### config.mk
export PLATFORM = sky130hd
export DESIGN_NAME = daq_out_reg_flat
export DESIGN_NICKNAME = d
export VERILOG_FILES = /design/src/rtl/core/daq_pkg.sv /design/src/rtl/core/daq_if.sv /design/src/rtl/core/daq_out_reg.sv /design/src/flat_wrapper.sv
export SDC_FILE = /design/constraint.sdc
export NUM_CORES = 1
export LEC_CHECK = 0
export ABC_AREA = 1
export ABC_CLOCK_PERIOD_IN_PS = 2400
export BUFFER_PORTS_ARGS = -buffer_cell sky130_fd_sc_hd__buf_4
export CAP_MARGIN = 10
export CORE_MARGIN = 8
export CORE_UTILIZATION = 35
export DETAILED_ROUTE_END_ITERATION = 6
export PLACE_DENSITY = 0.84
export SYNTH_ARGS = -nofsm -noshare
export SYNTH_HDL_FRONTEND = slang
export SYNTH_SLANG_ARGS = --single-unit
### constraint.sdc
create_clock -name clk_i -period 2.4 [get_ports clk_i]
set_clock_uncertainty 0.15 [all_clocks]
set_input_delay 0.36 -clock clk_i [delete_from_list [all_inputs] [get_ports clk_i]]
set_output_delay 0.36 -clock clk_i [all_outputs]
set_load 0.05 [all_outputs]
### src/rtl/core/daq_pkg.sv
// Shared widths, codes and record types of the DAG ancestor query block.
`default_nettype none
package daq_pkg;

  localparam int unsigned OP_W   = 3;
  localparam int unsigned SLOT_W = 12;
  localparam int unsigned ID_W   = 11;
  localparam int unsigned CNT_W  = 13;
  localparam int unsigned CAP_W  = 7;
  localparam int unsigned ST_W   = 2;
  localparam int unsigned NC_W   = 11;
  localparam int unsigned SC_W   = 9;
  localparam int unsigned CFG_IDX_W  = 1;
  localparam int unsigned CFG_DATA_W = 11;

  localparam int unsigned DEF_MAX_NODES   = 1024;
  localparam int unsigned DEF_MAX_EDGES   = 4096;
  localparam int unsigned DEF_MAX_STAGES  = 256;
  localparam int unsigned DEF_MAX_RESULTS = 64;

  localparam logic [OP_W-1:0] OP_LOAD_NODE  = 3'd0;
  localparam logic [OP_W-1:0] OP_LOAD_EDGE  = 3'd1;
  localparam logic [OP_W-1:0] OP_LOAD_STAGE = 3'd2;
  localparam logic [OP_W-1:0] OP_PARENTS    = 3'd3;
  localparam logic [OP_W-1:0] OP_PRED       = 3'd4;

  localparam logic [ST_W-1:0] ST_OK        = 2'd0;
  localparam logic [ST_W-1:0] ST_NOT_FOUND = 2'd1;
  localparam logic [ST_W-1:0] ST_TOO_SMALL = 2'd2;

  localparam logic [CFG_IDX_W-1:0] REG_NODE_COUNT  = 1'd0;
  localparam logic [CFG_IDX_W-1:0] REG_STAGE_COUNT = 1'd1;

  typedef struct packed {
    logic              ev;
    logic [SLOT_W-1:0] first;
    logic [CNT_W-1:0]  total;
  } node_t;

  typedef struct packed {
    logic [ST_W-1:0]  status;
    logic [CNT_W-1:0] required;
    logic [ID_W-1:0]  item_id;
    logic             item_valid;
    logic             last;
  } res_t;

endpackage
`default_nettype wire

### src/rtl/core/daq_if.sv
// Channel interfaces: query/load input, result output and register write.
`default_nettype none


interface daq_out_if import daq_pkg::*; ();
  logic             valid;
  logic             ready;
  logic [ST_W-1:0]  status;
  logic [CNT_W-1:0] required;
  logic [ID_W-1:0]  item_id;
  logic             item_valid;
  logic             last;
  modport source (output valid, status, required, item_id, item_valid, last, input ready);
  modport sink (input valid, status, required, item_id, item_valid, last, output ready);
endinterface

`default_nettype wire

### src/rtl/core/daq_out_reg.sv
// Output register stage holding one result beat for the receiver.
`default_nettype none
module daq_out_reg import daq_pkg::*; (
  input  wire logic clk_i,
  input  wire logic rst_ni,
  input  wire logic push_i,
  input  wire res_t res_i,
  output logic      free_o,
  daq_out_if.source out_o
);

  logic full_q, full_d;
  res_t res_q;

  assign free_o = !full_q || out_o.ready;
  assign full_d = (push_i && free_o) ? 1'b1 : (out_o.ready ? 1'b0 : full_q);

  always_ff @(posedge clk_i or negedge rst_ni) begin
    if (!rst_ni) begin
      full_q <= 1'b0;
    end else begin
      full_q <= full_d;
    end
  end

  always_ff @(posedge clk_i) begin
    if (push_i && free_o) begin
      res_q <= res_i;
    end
  end

  assign out_o.valid      = full_q;
  assign out_o.status     = res_q.status;
  assign out_o.required   = res_q.required;
  assign out_o.item_id    = res_q.item_id;
  assign out_o.item_valid = res_q.item_valid;
  assign out_o.last       = res_q.last;

endmodule
`default_nettype wire

### src/flat_wrapper.sv
// flat-port wrapper written by rule: the top's interface ports become plain ports
module daq_out_reg_flat import daq_pkg::*;
  (clk_i, rst_ni, push_i, res_i, free_o, out_o_valid, out_o_status, out_o_required, out_o_item_id, out_o_item_valid, out_o_last, out_o_ready);
  daq_out_if out_o_i ();
  input  wire logic clk_i;
  input  wire logic rst_ni;
  input  wire logic push_i;
  input  wire res_t res_i;
  output logic free_o;
  output wire logic [$bits(out_o_i.valid)-1:0] out_o_valid;
  output wire logic [$bits(out_o_i.status)-1:0] out_o_status;
  output wire logic [$bits(out_o_i.required)-1:0] out_o_required;
  output wire logic [$bits(out_o_i.item_id)-1:0] out_o_item_id;
  output wire logic [$bits(out_o_i.item_valid)-1:0] out_o_item_valid;
  output wire logic [$bits(out_o_i.last)-1:0] out_o_last;
  input wire logic [$bits(out_o_i.ready)-1:0] out_o_ready;
  assign out_o_valid = out_o_i.valid;
  assign out_o_status = out_o_i.status;
  assign out_o_required = out_o_i.required;
  assign out_o_item_id = out_o_i.item_id;
  assign out_o_item_valid = out_o_i.item_valid;
  assign out_o_last = out_o_i.last;
  assign out_o_i.ready = out_o_ready;
  daq_out_reg u_core (.clk_i(clk_i), .rst_ni(rst_ni), .push_i(push_i), .res_i(res_i), .free_o(free_o), .out_o(out_o_i));
endmodule
==> flow_summary_export.csv <==
group,metric,value,unit
run_status,outcome,"completed",
global_routing,grt_antenna_before_repair,0,
hold_path,hold_path_class,"input pin to register",
hold_path,whs_endpoint,"u_core.out_o.required[11]",
die,die_w,66.31,um
route,top_layer_used,"met4",
logic_synthesis,synthDistinctLibCells,5,
layout,regArea,865.8,um2
clocking,cts_tree,"done",
global_routing,overflow,0,
timing,worst_pin_slew,0.1868,ns
setup_path,reg2reg_slack,1.12,ns
die,initial_core_util,36.42,%
route,avgViaCountPerCell,4.272,
timing,final.period_utilization,63.34,%
global_routing,grt_pass1_wl,2808,um
route,wl_met3,334,um
route,ant_nets,0,
place,placed_cells,127,
clocking,numCtsBuffers,5,
route,wire_per_inst,13.92,um
timing,timing.slew.headroom,87.55,%
timing,finalHoldViolations,0,
logic_synthesis,synth-compound-area-share,0.5650,%
setup_path,slowest_stage,"dfrtp_1",
power,irDropWorstVdd,0.5159,mV
logic_synthesis,ys_seq_area_share,97.74,%
die,die_area,4397,um2
die,design.core.area,2432,um2
hold_path,min_path_cells,1,
layout,finalInstanceArea,1469,um2
layout,layout_commonest_cell,"buf_4",
logic_synthesis,avgSynthCellArea,26.05,um2
clocking,cts-resized-gates,0,
setup_path,required,1.89,ns
timing,drv_slew,0,
die,rows,18,
place,gp_congestion,0.6838,
setup_path,rr_endpoint,"u_core.out_o.required[3]",
route,drt_iter0_drc,11,
logic_synthesis,syn_inst,34,
setup_path,start_kind,"register",
logic_synthesis,synthSimpleGateAreaFrac,0.8475,%
layout,antenna_cells,0,
timing,rsz0062_at_grt,"no",
layout,final_util,60.39,%
logic_synthesis,yosysWarningCount,0,
setup_path,critPathMaxFanout,3,
route,firstDrtPassIters,4,
setup_path,cp_cell_sequence,"nand2_1 -> buf_4",
clocking,root_buffer,"clkbuf_4",
layout,fillCellCount,205,
logic_synthesis,synth_fa_ha_area_share,0,%
setup_path,slowest_delay,0.41,ns
die,ioPinCount,62,
setup_path,worstSetupEndpointType,"output port",
route,vias,581,
layout,drive_above_1_share,66.04,%
layout,multiInputGateArea,16.27,um2
logic_synthesis,netlist.area_leader.share,94.92,%
clocking,clk_latency,0.31,ns
route,wl_met1,577,um
layout,area_delta_synth_final,65.82,%
setup_path,reg2reg_from,"u_core.out_o.valid",
timing,period_needed,1.520,ns
layout,fin_cells,136,
global_routing,grt_pass1_vias,673,
timing,fin_setup_tns,0,ns
layout,fin_nets,137,
place,port_buffers,61,
route,routed-wl-met2,926,um
setup_path,r2r_cells,2,
setup_path,worst_ep_arrival_time,1.01,ns
logic_synthesis,ys_top_cells_by_area,"edfxtp_1, dfrtp_1, inv_1",
timing,hold_slack,0.06191,ns
power,p_leak,0.6348,nW
die,fp.dieH,66.31,um
place,place_area,1400,um2
clocking,path_clk_slew,0.09,ns
logic_synthesis,synth-xor-area-share,0,%
global_routing,grt_max_degree,16,
timing,setup_viol,0,
logic_synthesis,syn_nets,66,
logic_synthesis,synth_top_family_by_area,"buffers and inverters",
timing,max_freq,0.6579,GHz
route,wl,1893,um
power,pwr_density_cell,734.7,nW/um2
route,drc,0,
clocking,numClockSinks,29,
clocking,cts_htree_levels,2,
hold_path,min_from,"res_i[24]",
logic_synthesis,synthesis.area,885.9,um2
layout,final_cell_mix,"buf_4, edfxtp_1, clkbuf_4",
global_routing,grt_usage,9.177,%
logic_synthesis,yosys.area.top_type,"edfxtp_1",
flow_run,drv_cap,0,
setup_path,criticalPathCategory,"register to output port",
clocking,clk_path_buf_depth,2,
logic_synthesis,synth_seq_cells,29,
logic_synthesis,synth_mux_area_share,0,%
[stage by stage]
stage | setup WS [ns] | total power, W
2_1_floorplan | 0.3845 | 0.0007185
3_3_place_gp | 1.099 | 0.0008026
3_5_place_dp | 1.060 | 0.0008056
4_1_cts | 0.8504 | 0.001099
5_1_grt | 0.8230 | 0.001123
6_report | 0.8799 | 0.001079
[per-layer routing]
metal / global-route usage, % / vias to the layer above
met5: 0 / -
met3: 7.966 / 5
met2: 14.48 / 40
met4: 8.800 / 0
met1: 6.289 / 265
li1: - / 271
[Yosys cell counts]
| library cell | instances |
|---|---|
| edfxtp_1 | 28 |
| inv_1 | 2 |
| a21oi_1 | 1 |
| dfrtp_1 | 1 |
| nand2_1 | 2 |
[report_power, final]
group,internal (W),switching [W]
logic,0.0000699,0.000127
registers,0.000588,0.00000748
clock network,0.000144,0.000143
total,0.000802,0.000277
[state kept, by name, indices dropped and copies added, names as in the netlist]
name	count
u_core.out_o.valid	1
u_core.out_o.item_id	11
u_core.out_o.status	2
u_core.out_o.item_valid	1
u_core.out_o.required	13
u_core.out_o.last	1
[what timing repair did]
| action | 4_1_cts | 5_1_grt |
|---|---|---|
| hold buffers | 1 | 0 |
| setup buffers | 0 | 0 |
| hold endpoints to repair | 1 | 0 |
[how the worst max path moves through the flow]
| stage | slack [ns] | start | to |
|---|---|---|---|
| after floorplan | 0.38 | u_core.out_o.valid | u_core.out_o.item_id[0] |
| after global placement | 1.10 | out_o_ready | u_core.out_o.item_id[3] |
| after detailed placement | 1.06 | out_o_ready | u_core.out_o.required[3] |
| after CTS | 0.85 | u_core.out_o.valid | free_o |
| after global routing | 0.82 | u_core.out_o.valid | free_o |
| final | 0.88 | u_core.out_o.valid | free_o |
[area by class of cell]
| type | count | area share (%) |
|---|---|---|
| Inverter | 2 | 0.5111 |
| Multi-Input combinational cell | 3 | 1.107 |
| Tap cell | 30 | 2.555 |
| Clock buffer | 8 | 4.003 |
| Timing Repair Buffer | 64 | 32.88 |
| Sequential cell | 29 | 58.94 |
[critical path: cells and delay by family (launching register included)]
| family | cells | cell delay, ns |
|---|---|---|
| flops | 1 | 0.41 |
| buf+inv | 1 | 0.20 |
| simple gates | 1 | 0.09 |
[logic make-up after synthesis]
logic type / Yosys count
AO/OA/AOI/OAI: 1
buffers and inverters: 2
flip-flops: 29
AND/OR/NAND/NOR: 2
No activity file was read; power rests on OpenSTA's default activity.
